<file path="src/rtl/sssc_pkg.sv">
package sssc_pkg;

    // Operation codes carried by an input item
    localparam logic [1:0] OP_TICK  = 2'd0;
    localparam logic [1:0] OP_MASK  = 2'd1;
    localparam logic [1:0] OP_DOT   = 2'd2;
    localparam logic [1:0] OP_CLEAR = 2'd3;

    // Configuration register indexes
    localparam logic [1:0] CFG_COMMON_CATHODE  = 2'd0;
    localparam logic [1:0] CFG_DIGIT_COUNT     = 2'd1;
    localparam logic [1:0] CFG_DIGIT_PERIOD_US = 2'd2;

    localparam int unsigned CFG_INDEX_W = 2;
    localparam int unsigned CFG_DATA_W  = 16;

    // Reset values of the configuration registers
    localparam logic        RST_COMMON_CATHODE  = 1'b1;
    localparam logic [3:0]  RST_DIGIT_COUNT     = 4'd4;
    localparam logic [15:0] RST_DIGIT_PERIOD_US = 16'd4166;

    localparam logic [31:0] US_PER_MS = 32'd1000;
    localparam logic [7:0]  CLEAR_CC  = 8'h00;
    localparam logic [7:0]  CLEAR_CA  = 8'hFF;
    localparam int unsigned DOT_BIT   = 7;

    typedef struct packed {
        logic [1:0]  opcode;
        logic [2:0]  digit_index;
        logic [7:0]  mask_value;
        logic        dot_value;
        logic [31:0] now_ms;
    } sssc_in_t;

    typedef struct packed {
        logic       status;
        logic       advanced;
        logic       all_off;
        logic [2:0] active_digit;
        logic       digit_level;
        logic [7:0] segments_out;
    } sssc_out_t;

endpackage

</file>
<file path="src/rtl/seven_segment_scan_controller.sv">
// Pipeline: two register stages (input register, then result register); an accepted item
// moves on to the result register once that is free or being taken, and is held there.
// Throughput: one item per cycle while m_ready stays high; the tick path is one subtract,
// a multiply by the constant 1000 and a 32-bit compare between the two registers.
// Reset: synchronous, active low on aresetn; clears segment and dot buffers, scan pointer,
// last scan time and shown digit, sets the blank flag, loads configuration defaults.
module seven_segment_scan_controller #(
    parameter int unsigned MAX_DIGITS = 8
) (
    input  logic                                aclk,
    input  logic                                aresetn,
    // input item channel
    input  logic                                s_valid,
    output logic                                s_ready,
    input  sssc_pkg::sssc_in_t                  s_data,
    // result item channel
    output logic                                m_valid,
    input  logic                                m_ready,
    output sssc_pkg::sssc_out_t                 m_data,
    // configuration write channel
    input  logic                                cfg_valid,
    output logic                                cfg_ready,
    input  logic [sssc_pkg::CFG_INDEX_W-1:0]    cfg_index,
    input  logic [sssc_pkg::CFG_DATA_W-1:0]     cfg_data
);
    import sssc_pkg::*;

    // Pointer into the digit buffers, and a width that holds any count up to MAX_DIGITS
    // as well as the 4-bit digit_count register.
    localparam int unsigned PTR_W = (MAX_DIGITS > 1) ? $clog2(MAX_DIGITS) : 1;
    localparam int unsigned CNT_W = $clog2(MAX_DIGITS + 1);
    localparam int unsigned CMP_W = (CNT_W > 4) ? CNT_W : 4;
    localparam logic [CMP_W-1:0] MAX_CNT = CMP_W'(MAX_DIGITS);

    // ---------------------------------------------------------------
    // Configuration registers; always ready, writes land in the next cycle
    // ---------------------------------------------------------------
    logic        common_cathode_reg;
    logic [3:0]  digit_count_reg;
    logic [15:0] digit_period_us_reg;

    assign cfg_ready = 1'b1;

    always_ff @(posedge aclk) begin
        if (!aresetn) begin
            common_cathode_reg  <= RST_COMMON_CATHODE;
            digit_count_reg     <= RST_DIGIT_COUNT;
            digit_period_us_reg <= RST_DIGIT_PERIOD_US;
        end else if (cfg_valid) begin
            case (cfg_index)
                CFG_COMMON_CATHODE:  common_cathode_reg  <= cfg_data[0];
                CFG_DIGIT_COUNT:     digit_count_reg     <= cfg_data[3:0];
                CFG_DIGIT_PERIOD_US: digit_period_us_reg <= cfg_data;
                default: ;  // unused index: write is dropped
            endcase
        end
    end

    // ---------------------------------------------------------------
    // Input register stage
    // ---------------------------------------------------------------
    logic       in_valid_reg;
    sssc_in_t   in_item_reg;
    logic       out_valid_reg;
    sssc_out_t  out_item_reg;
    logic       fire;   // item in the input register is processed this cycle

    assign fire    = in_valid_reg && (!out_valid_reg || m_ready);
    assign s_ready = !in_valid_reg || fire;

    always_ff @(posedge aclk) begin
        if (!aresetn) begin
            in_valid_reg <= 1'b0;
        end else if (s_ready) begin
            in_valid_reg <= s_valid;
        end
    end

    always_ff @(posedge aclk) begin
        if (s_ready && s_valid) begin
            in_item_reg <= s_data;
        end
    end

    // ---------------------------------------------------------------
    // Display state
    // ---------------------------------------------------------------
    logic [7:0]       seg_store_reg [MAX_DIGITS];
    logic             dot_store_reg [MAX_DIGITS];
    logic [PTR_W-1:0] scan_ptr_reg, scan_ptr_next;
    logic [31:0]      last_scan_ms_reg, last_scan_ms_next;
    logic [PTR_W-1:0] shown_digit_reg, shown_digit_next;
    logic [7:0]       shown_seg_reg, shown_seg_next;
    logic             blank_reg, blank_next;

    // Effective count: zero acts as one, anything above MAX_DIGITS is clamped.
    logic [CMP_W-1:0] eff_count;
    always_comb begin
        if (digit_count_reg == 4'd0) begin
            eff_count = CMP_W'(1);
        end else if (CMP_W'(digit_count_reg) > MAX_CNT) begin
            eff_count = MAX_CNT;
        end else begin
            eff_count = CMP_W'(digit_count_reg);
        end
    end

    logic [7:0]       clear_val;
    logic [31:0]      gap_us;
    logic             tick_due;
    logic [PTR_W-1:0] scan_digit;   // digit shown by an advancing tick
    logic [CMP_W-1:0] scan_digit_inc;
    logic [7:0]       scan_pattern;
    logic             dot_high;
    logic             idx_bad;
    logic [PTR_W-1:0] wr_idx;
    logic             is_tick, is_mask, is_dot, is_clear;
    logic             do_advance, do_mask_wr, do_dot_wr;

    assign clear_val = common_cathode_reg ? CLEAR_CC : CLEAR_CA;
    assign is_tick   = (in_item_reg.opcode == OP_TICK);
    assign is_mask   = (in_item_reg.opcode == OP_MASK);
    assign is_dot    = (in_item_reg.opcode == OP_DOT);
    assign is_clear  = (in_item_reg.opcode == OP_CLEAR);

    // Elapsed time in us, wrapped to 32 bits, against the per-digit period
    assign gap_us   = (in_item_reg.now_ms - last_scan_ms_reg) * US_PER_MS;
    assign tick_due = (gap_us >= {16'd0, digit_period_us_reg});

    // Stale pointer (count lowered since) restarts the scan at digit 0
    assign scan_digit     = (CMP_W'(scan_ptr_reg) < eff_count) ? scan_ptr_reg : '0;
    assign scan_digit_inc = CMP_W'(scan_digit) + CMP_W'(1);
    assign dot_high       = (dot_store_reg[scan_digit] == common_cathode_reg);
    always_comb begin
        scan_pattern          = seg_store_reg[scan_digit];
        scan_pattern[DOT_BIT] = dot_high;
    end

    assign idx_bad = (CMP_W'(in_item_reg.digit_index) >= eff_count);
    assign wr_idx  = PTR_W'(in_item_reg.digit_index);

    assign do_advance = fire && is_tick && tick_due;
    assign do_mask_wr = fire && is_mask && !idx_bad;
    assign do_dot_wr  = fire && is_dot && !idx_bad;

    always_comb begin
        scan_ptr_next     = scan_ptr_reg;
        last_scan_ms_next = last_scan_ms_reg;
        shown_digit_next  = shown_digit_reg;
        shown_seg_next    = shown_seg_reg;
        blank_next        = blank_reg;
        if (do_advance) begin
            scan_ptr_next     = (scan_digit_inc == eff_count) ? '0 : PTR_W'(scan_digit_inc);
            last_scan_ms_next = in_item_reg.now_ms;
            shown_digit_next  = scan_digit;
            shown_seg_next    = scan_pattern;
            blank_next        = 1'b0;
        end else if (fire && is_clear) begin
            shown_seg_next = clear_val;
            blank_next     = 1'b1;
        end
    end

    always_ff @(posedge aclk) begin
        if (!aresetn) begin
            scan_ptr_reg     <= '0;
            last_scan_ms_reg <= '0;
            shown_digit_reg  <= '0;
            shown_seg_reg    <= '0;
            blank_reg        <= 1'b1;
        end else begin
            scan_ptr_reg     <= scan_ptr_next;
            last_scan_ms_reg <= last_scan_ms_next;
            shown_digit_reg  <= shown_digit_next;
            shown_seg_reg    <= shown_seg_next;
            blank_reg        <= blank_next;
        end
    end

    // Digit buffers: one write per item, or a full clear
    always_ff @(posedge aclk) begin
        if (!aresetn) begin
            for (int i = 0; i < MAX_DIGITS; i++) begin
                seg_store_reg[i] <= '0;
                dot_store_reg[i] <= 1'b0;
            end
        end else if (fire && is_clear) begin
            for (int i = 0; i < MAX_DIGITS; i++) begin
                seg_store_reg[i] <= clear_val;
                dot_store_reg[i] <= 1'b0;
            end
        end else begin
            if (do_mask_wr) begin
                seg_store_reg[wr_idx] <= in_item_reg.mask_value;
            end
            if (do_dot_wr) begin
                dot_store_reg[wr_idx] <= in_item_reg.dot_value;
            end
        end
    end

    // ---------------------------------------------------------------
    // Result register: state as it stands after the item
    // ---------------------------------------------------------------
    sssc_out_t out_item_next;
    always_comb begin
        out_item_next.status       = (is_mask || is_dot) && idx_bad;
        out_item_next.advanced     = is_tick && tick_due;
        out_item_next.all_off      = blank_next;
        out_item_next.active_digit = 3'(shown_digit_next);
        out_item_next.digit_level  = blank_next ? common_cathode_reg : !common_cathode_reg;
        out_item_next.segments_out = shown_seg_next;
    end

    always_ff @(posedge aclk) begin
        if (!aresetn) begin
            out_valid_reg <= 1'b0;
        end else if (fire) begin
            out_valid_reg <= 1'b1;
        end else if (m_ready) begin
            out_valid_reg <= 1'b0;
        end
    end

    always_ff @(posedge aclk) begin
        if (fire) begin
            out_item_reg <= out_item_next;
        end
    end

    assign m_valid = out_valid_reg;
    assign m_data  = out_item_reg;

    // ---------------------------------------------------------------
    // Assertions
    // ---------------------------------------------------------------
    // An advancing tick always lights a digit
    a_adv_lit: assert property (@(posedge aclk) disable iff (!aresetn)
        m_valid && m_data.advanced |-> !m_data.all_off)
        else $error("advanced item reports display blank");

    // A rejected write never advances the scan
    a_status_excl: assert property (@(posedge aclk) disable iff (!aresetn)
        m_valid && m_data.status |-> !m_data.advanced)
        else $error("error status together with advance");

    // Scan pointer always addresses an existing buffer entry
    a_ptr_range: assert property (@(posedge aclk) disable iff (!aresetn)
        32'(scan_ptr_reg) < MAX_DIGITS)
        else $error("scan pointer beyond buffer depth");

    // Display state only moves when an item is processed
    a_state_hold: assert property (@(posedge aclk) disable iff (!aresetn)
        !fire |=> $stable(scan_ptr_reg) && $stable(blank_reg) && $stable(shown_seg_reg))
        else $error("display state changed without an item");

endmodule

</file>
<file path="config.mk">
export PLATFORM = sky130hd
export DESIGN_NAME = seven_segment_scan_controller
export DESIGN_NICKNAME = d
export VERILOG_FILES = /design/src/rtl/sssc_pkg.sv /design/src/rtl/seven_segment_scan_controller.sv
export SDC_FILE = /design/constraint.sdc
export NUM_CORES = 1
export LEC_CHECK = 0
export BUFFER_PORTS_ARGS = -buffer_cell sky130_fd_sc_hd__clkbuf_2
export CAP_MARGIN = 10
export CORE_MARGIN = 2
export CORE_UTILIZATION = 62
export CTS_CLUSTER_DIAMETER = 80
export DETAILED_ROUTE_END_ITERATION = 12
export GPL_ROUTABILITY_DRIVEN = 0
export PLACE_DENSITY_LB_ADDON = 0.05
export SYNTH_ARGS = -nofsm -noshare
export SYNTH_HDL_FRONTEND = slang
export SYNTH_SLANG_ARGS = --single-unit
</file>
<file path="constraint.sdc">
create_clock -name aclk -period 10.2 [get_ports aclk]
set_input_delay 0.51 -clock aclk [delete_from_list [all_inputs] [get_ports aclk]]
set_output_delay 0.51 -clock aclk [all_outputs]
set_load 0.05 [all_outputs]
</file>
==> flow_summary.json, run 1 <==
{
  "cts_root_buffer": "clkbuf_16",
  "rsz0062_at_grt": "false",
  "die_w_um": 153,
  "setup_viol": 0,
  "nets": 1681,
  "worst_pin_slew_ns": 1.15,
  "grt_pass1_vias": 9701,
  "worstPathRequired_ns": 10.52,
  "ios": 87,
  "remaining_drc_errors": 0,
  "fin_skew_ns": 0.0153,
  "dieArea_mm2": 0.0233,
  "hpwlAfterDp_um": 22200,
  "drive_gt1_share_pct": 10.0,
  "placed_area_mm2": 0.0143,
  "synth_cell_types": 83,
  "cts_buffers": 17,
  "clockBufferDepth": 2,
  "synth_nets": 1618,
  "ys_ff_latch": 188,
  "max_cap_violations": 0,
  "final_hold_viol_count": 0,
  "ys_async_sr_fraction_pct": 0,
  "fill_cells": 1699,
  "crit_buf_inv": 8,
  "crit_arrival_ns": 9.29,
  "area_growth_pct": 9.06,
  "tns_ns": 0,
  "path_class": "register to register",
  "synthesis.area_mm2": 0.0137,
  "hold_buffers": 0,
  "wl_per_cell_um": 16.8,
  "syn-instance-count": 1379,
  "clk_pin_slew_ns": 0.08,
  "grt_overflow": 0,
  "ys_warn_count": 0,
  "start_kind": "register",
  "critical_path.top_delay_family": "compound AO/OA/AOI/OAI gates",
  "wl_um": 29100,
  "cpMaxStageDelayCell": "o211ai_4",
  "n_antenna_cell": 0,
  "ys_seq_area_share_pct": 36.0,
  "ys.flop_type": "edfxtp_1",
  "initial_core_util_pct": 62.9,
  "status": "finished clean",
  "ant_nets": 0,
  "finalMaxSlewViolations": 0,
  "cts.repair.resized": 0,
  "die_y_um": 153,
  "period_minus_slack_ns": 8.98,
  "drt_iter0_markers": 567,
  "port_buffers": 81,
  "first_pass_iters": 5,
  "num_rows": 54,
  "path_max_fanout": 22,
  "cts.sinks": 188,
  "r2r_slack_ns": 1.22,
  "fin_crit_sh_pct": 88.0,
  "final_cell_area_mm2": 0.0149,
  "grt_pass1_wl_um": 48100,
  "grt_max_degree": 72,
  "track_usage_pct": 25.6,
  "cpMostUsedCell": "inv_1",
  "avgViaCountPerCell": 5.74,
  "slowest_delay_ns": 0.68,
  "post_cts_buffers": 0,
  "largest_reg_flops": 56,
  "antenna_found_initial": 0,
  "cts_tree": "built",
  "hold_path.class": "input pin to register",
  "syn_avg_cell_area_um2": 9.92,
  "worstSkewPairLatency_ns": 0.44,
  "slew_headroom_pct": 23.2,
  "fp.coreArea_mm2": 0.0218,
  "htreeDepth": 4,
  "synth_edf_count": 116,
  "critical_path.endpoint_type": "register",
  "vias": 9955,
  "hold_ws_ns": 0.247,
  "fmax_ghz": 0.111
}
-- cell usage in the layout, fill, tap and decap left out, types with 43 or more instances in the layout --
cell | netlist | final
a21o_1 | 76 | 76
a21oi_1 | 54 | 54
clkbuf_2 | 0 | 81
dfxtp_1 | 72 | 72
edfxtp_1 | 116 | 116
fa_1 | 76 | 76
ha_1 | 94 | 94
inv_1 | 183 | 183
mux2i_1 | 51 | 51
nand2_1 | 139 | 139
nor2_1 | 44 | 43
o21ai_0 | 48 | 48
xnor2_1 | 62 | 62
-- logic make-up (layout without fill, tap and decap cells) --
logic type	count (synthesis)	count (layout)	synth area share, %
buf+inv	231	307	6.58
simple gates	329	329	11.5
compound gates	315	315	16.2
other cells	1	1	0.0274
flops	188	188	36.0
xor+xnor	86	86	5.61
mux	56	56	4.14
fa+ha+maj	173	173	19.9
-- through the flow --
stage	worst slack [ns]	util, %	std cells
floorplan	2.18	-	1379
global placement	1.43	65.9	1703
detailed placement	1.32	65.9	1703
CTS	1.23	68.6	1735
global route	0.502	68.6	1735
finish	1.22	68.6	1735
-- final timing paths --
check | from | endpoint | depth (start not counted)
setup / recovery | in_item_reg[0] | last_scan_ms_reg[16] | 36
hold / removal | s_data[10] | in_item_reg[10] | 1
setup reg to reg | in_item_reg[0] | last_scan_ms_reg[16] | 36
hold reg to reg | dot_store_reg[0] | dot_store_reg[0] | 2
-- area by class of cell --
class	count	area (µm²)	area share, %
Tap cell	280	350	2.35
Timing Repair Buffer	92	500	3.35
Sequential cell	188	4920	33.0
Clock buffer	17	425	2.85
Clock inverter	15	161	1.08
Multi-Input combinational cell	960	7870	52.8
Inverter	183	687	4.60
-- routing by layer --
layer	track usage, %	vias to the layer above	share of wire, %
met2	42.7	237	48
met5	0	-	0
met4	6.53	0	1.6
met1	35.8	4797	46
li1	-	4884	-
met3	3.33	37	4.3
-- Yosys cell counts, types with 3 or more instances --
master	count	area (µm²)
o211ai_1	13	97.6
xnor2_1	62	543
ha_1	94	1180
mux2_1	3	33.8
xor2_1	23	201
buf_1	9	33.8
buf_2	5	25.0
clkbuf_1	29	109
mux2i_1	51	510
nand3_1	26	130
nand4_1	12	75.1
and2_1	21	131
buf_4	3	22.5
a21o_1	76	571
o21a_1	15	113
o32ai_1	7	61.3
nor3b_1	3	22.5
nand3b_1	3	22.5
nand2b_1	12	75.1
fa_1	76	1520
dfxtp_1	72	1440
a21boi_0	17	128
edfxtp_1	116	3480
maj3_1	3	30.0
o22ai_1	3	18.8
o31ai_1	4	30.0
a21oi_1	54	270
and3_1	6	37.5
o21bai_1	4	30.0
a31oi_1	14	87.6
nor2b_1	39	244
nand2_1	139	522
a211oi_1	13	97.6
nor2_1	44	165
o221ai_1	3	26.3
o21ai_0	48	240
nor3_1	12	60.1
a211o_1	6	52.6
inv_1	183	687
Power of run 1 is left out: the tool's default activity adds up to more than one toggle a clock period on the data nets, which glitch-free logic cannot reach.
==> run 2, diff against run 1 <==
--- a/config.mk
+++ b/config.mk
@@ -12,7 +12,7 @@
 export CTS_CLUSTER_DIAMETER = 80
 export DETAILED_ROUTE_END_ITERATION = 12
 export GPL_ROUTABILITY_DRIVEN = 0
-export PLACE_DENSITY_LB_ADDON = 0.05
+export PLACE_DENSITY_LB_ADDON = 0.12
 export SYNTH_ARGS = -nofsm -noshare
 export SYNTH_HDL_FRONTEND = slang
 export SYNTH_SLANG_ARGS = --single-unit
==> run 2 against run 1 <==
Effect of this change:
- non-clock buffer count down 5
- die area did not move
- final cell count down 0.29%
- wire length up 2.7%
- sequential share of layout area down 0.097 points
- critical path depth down 1
- critical endpoint is now shown_digit_reg[0]
==> flow_summary.json, run 2 (synthesis gave the netlist of run 1 again) <==
{
  "slowest_delay_ns": 0.61,
  "cts_root_buffer": "clkbuf_16",
  "wl_um": 29900,
  "critical_path.top_delay_family": "adder cells",
  "track_usage_pct": 26.2,
  "period_minus_slack_ns": 9.21,
  "grt_max_degree": 72,
  "layout_common_cells": "183 x inv_1, 139 x nand2_1, 116 x edfxtp_1",
  "cpMaxStageDelayCell": "or4_1",
  "cts_tree": "built",
  "cts_buffers": 17,
  "crit_arrival_ns": 9.54,
  "hold_buffers": 0,
  "final_cell_area_mm2": 0.0150,
  "post_cts_buffers": 0,
  "cpMostUsedCell": "inv_1",
  "num_rows": 54,
  "final_cells": 1730,
  "ios": 87,
  "cts.repair.resized": 0,
  "vias": 10100,
  "fin_crit_sh_pct": 90.3,
  "path_max_fanout": 19,
  "avgViaCountPerCell": 5.82,
  "r2r_slack_ns": 0.99,
  "worstPathRequired_ns": 10.53,
  "fp.coreArea_mm2": 0.0218,
  "worstSkewPairLatency_ns": 0.45,
  "ant_nets": 0,
  "max_cap_violations": 0,
  "htreeDepth": 4,
  "grt_pass1_vias": 9982,
  "grt_pass1_wl_um": 49600,
  "initial_core_util_pct": 62.9,
  "area_growth_pct": 9.38,
  "start_kind": "register",
  "worst_pin_slew_ns": 1.13,
  "crit_buf_inv": 6,
  "fin_skew_ns": 0.0203,
  "critical_path.endpoint_type": "register",
  "placed_area_mm2": 0.0143,
  "clk_pin_slew_ns": 0.08,
  "drt_iter0_markers": 687,
  "remaining_drc_errors": 0,
  "place_inst": 1698,
  "final_hold_viol_count": 0,
  "path_class": "register to register",
  "fmax_ghz": 0.109,
  "dpl_worst_slack_ns": 1.11,
  "hpwlAfterDp_um": 22000,
  "fin_ws_ns": 0.990,
  "largest_reg_flops": 56,
  "tns_ns": 0,
  "cts.sinks": 188,
  "drive_gt1_share_pct": 9.72,
  "nets": 1676,
  "antenna_found_initial": 0,
  "final_common_cell": "inv_1",
  "port_buffers": 81,
  "wl_per_cell_um": 17.3,
  "grt_overflow": 0,
  "n_antenna_cell": 0,
  "rsz0062_at_grt": "false",
  "finalMaxSlewViolations": 0,
  "status": "finished clean",
  "die_w_um": 153,
  "dieArea_mm2": 0.0233,
  "hold_path.class": "input pin to register",
  "slew_headroom_pct": 24.8,
  "die_y_um": 153,
  "clockBufferDepth": 2,
  "first_pass_iters": 7,
  "setup_viol": 0
}
run 2: worst reg2reg max path: cells and delay by family, from the launching register on:
family / cells / cell delay [ns]
AND/OR/NAND/NOR: 8 / 1.49
XOR/XNOR: 3 / 0.94
buffers and inverters: 6 / 0.87
flip-flops: 1 / 0.39
multiplexers: 1 / 0.38
adder cells (fa/ha/maj): 6 / 2.56
AO/OA/AOI/OAI: 11 / 2.50
run 2: area by class of cell:
| type | instances | area, µm² |
|---|---|---|
| inverters | 183 | 687 |
| flip-flops and latches | 188 | 4920 |
| multi-input cells | 960 | 7870 |
| clock buffers | 17 | 425 |
| clock inverters | 15 | 243 |
| repair buffers | 87 | 463 |
| fillers | 1692 | 6790 |
| well taps | 280 | 350 |
run 2: final timing paths:
check	to	cells after the start	from
worst max-delay path	shown_digit_reg[0]	35	in_item_reg[0]
worst min register to register	dot_store_reg[0]	2	dot_store_reg[0]
worst max register to register	shown_digit_reg[0]	35	in_item_reg[0]
worst min-delay path	in_item_reg[10]	1	s_data[10]
run 2: per-stage QoR:
stage	hold WS, ns	utilization [%]
floorplan	0.435	-
global placement	0.445	65.7
detailed placement	0.450	65.7
CTS	0.225	68.8
global route	0.223	68.8
finish	0.231	68.8
run 2: routing by layer:
layer	vias to the layer above	share of wire [%]	track usage, %
met2	317	49	44.6
met3	49	5.0	3.33
met5	-	0	0
met1	4841	44	35.7
li1	4865	-	-
met4	0	2.1	7.58
Power of run 2 is left out for the same reason.
==> run 3, diff against run 2 <==
--- a/config.mk
+++ b/config.mk
@@ -5,12 +5,11 @@
 export SDC_FILE = /design/constraint.sdc
 export NUM_CORES = 1
 export LEC_CHECK = 0
-export BUFFER_PORTS_ARGS = -buffer_cell sky130_fd_sc_hd__clkbuf_2
 export CAP_MARGIN = 10
-export CORE_MARGIN = 2
-export CORE_UTILIZATION = 62
+export CORE_UTILIZATION = 65
 export CTS_CLUSTER_DIAMETER = 80
 export DETAILED_ROUTE_END_ITERATION = 12
+export DONT_BUFFER_PORTS = 1
 export GPL_ROUTABILITY_DRIVEN = 0
 export PLACE_DENSITY_LB_ADDON = 0.12
 export SYNTH_ARGS = -nofsm -noshare
==> run 3 against run 2 <==
Effect of this change:
- flip-flop and latch count unchanged
- clock-buffer cell count unchanged
- via count decreased by 3.0%
- final cell count decreased by 4.7%
- fmax about the same
- critical path depth unchanged
- core utilization increased by 2.3 points
- design area decreased by 3.0%
- worst hold slack got worse by 0.068 ns
- sequential share of layout area increased by 1.0 points
- global-route usage increased by 1.4 points
- first-iteration DRC count increased by 9.3%
==> flow_summary.json, run 3 (synthesis gave the netlist of run 1 again) <==
{
  "initial_core_util_pct": 67.0,
  "rsz0062_at_grt": "false",
  "max_cap_violations": 0,
  "hpwlAfterDp_um": 22000,
  "layout_common_cells": "183 x inv_1, 139 x nand2_1, 116 x edfxtp_1",
  "hp-start": "s_data[3]",
  "hold_buffers": 0,
  "port_buffers": 0,
  "crit_arrival_ns": 9.56,
  "worstPathRequired_ns": 10.54,
  "slowest_delay_ns": 0.62,
  "r2r_start": "in_item_reg[0]",
  "cts_buffers": 17,
  "clk_pin_slew_ns": 0.08,
  "ios": 87,
  "grt_pass1_vias": 9624,
  "worstSkewPairLatency_ns": 0.44,
  "timing.rr.end": "shown_digit_reg[2]",
  "whs_endpoint": "in_item_reg[3]",
  "reg2regPathDepth": 35,
  "htreeDepth": 4,
  "die_w_um": 147,
  "drive_gt1_share_pct": 4.80,
  "final_hold_viol_count": 0,
  "drt_iter0_markers": 751,
  "grt_pass1_wl_um": 47200,
  "cts_tree": "built",
  "track_usage_pct": 27.6,
  "slew_headroom_pct": 25.3,
  "fill_cells": 1597,
  "largest_reg_flops": 56,
  "antenna_found_initial": 3,
  "cpMaxStageDelayCell": "or4_1",
  "wl_per_cell_um": 17.3,
  "grt_max_degree": 72,
  "critical_path.endpoint_type": "register",
  "avgViaCountPerCell": 5.93,
  "start_kind": "register",
  "worst_pin_slew_ns": 1.12,
  "r2r_slack_ns": 0.98,
  "path_max_fanout": 13,
  "fp.coreArea_mm2": 0.0204,
  "cts_root_buffer": "clkbuf_16",
  "finalMaxSlewViolations": 0,
  "die_y_um": 147,
  "first_pass_iters": 5,
  "nets": 1601,
  "ant_nets": 0,
  "final_common_cell": "inv_1",
  "hold_path.class": "input pin to register",
  "status": "finished clean",
  "dieArea_mm2": 0.0216,
  "vias": 9769,
  "clockBufferDepth": 2,
  "wl_um": 28600,
  "fmax_ghz": 0.108,
  "cts.repair.resized": 0,
  "holdPathStages": 0,
  "period_minus_slack_ns": 9.22,
  "num_rows": 52,
  "remaining_drc_errors": 0,
  "grt_overflow": 0,
  "setup_viol": 0,
  "path_class": "register to register",
  "post_cts_buffers": 0,
  "area_growth_pct": 6.09,
  "cts.sinks": 188,
  "fin_skew_ns": 0.0163,
  "fin_crit_sh_pct": 90.4,
  "tns_ns": 0
}
[run 3: cell types whose count changed in the layout (fill, tap and decap cells not counted)]
cell	delta
inv_4	+2
clkbuf_2	-81
clkinv_4	+1
inv_8	+2
buf_4	+7
inv_6	+1
clkinv_8	-4
bufinv_16	-2
diode_2	+3
buf_12	-1
[run 3: layout make-up]
class / count / area, µm² / share of cell area (%)
sequential: 188 / 4920 / 33.9
multi-input combinational: 960 / 7870 / 54.2
clock buffer: 17 / 425 / 2.93
timing repair buffer: 12 / 90.1 / 0.621
antenna: 3 / 7.51 / 0.0517
tap: 270 / 338 / 2.33
clock inverter: 15 / 170 / 1.17
inverter: 183 / 687 / 4.73
[run 3: per-layer routing]
metal  wire [µm]  GRT usage, %
met5          20             0
met4         685          9.18
met3        1810          4.91
met2       13400          45.4
met1       12700          37.1
[run 3: critical path, delay by kind of cell (launching register included)]
kind            cells  cell delay (ns)
simple gates        8             1.44
fa+ha+maj           6             2.58
flops               1             0.40
mux                 1             0.35
compound gates     11             2.81
xor+xnor            3             0.67
buf+inv             6             0.83
[run 3: how the worst max path moves through the flow]
stage,to,slack (ns),depth (start not counted),from
2_1_floorplan,m_data[10],2.18,33,in_item_reg[0]
3_3_place_gp,shown_digit_reg[2],1.29,36,in_item_reg[0]
3_5_place_dp,shown_digit_reg[2],1.09,35,in_item_reg[0]
4_1_cts,shown_digit_reg[1],1.03,35,in_item_reg[0]
5_1_grt,shown_digit_reg[2],0.45,35,in_item_reg[0]
6_report,shown_digit_reg[2],0.98,35,in_item_reg[0]
[run 3: per-stage QoR]
| stage | cells | utilization [%] | setup WS (ns) | instance area [µm²] | hold WS, ns |
|---|---|---|---|---|---|
| after floorplan | 1379 | - | 2.18 | 13700 | 0.435 |
| after global placement | 1613 | 68.1 | 1.29 | 13900 | 0.447 |
| after detailed placement | 1613 | 68.1 | 1.09 | 13900 | 0.457 |
| after CTS | 1645 | 71.0 | 1.03 | 14500 | 0.153 |
| after global routing | 1645 | 71.0 | 0.452 | 14500 | 0.150 |
| final | 1648 | 71.0 | 0.982 | 14500 | 0.163 |
Power of run 3 is left out for the same reason.
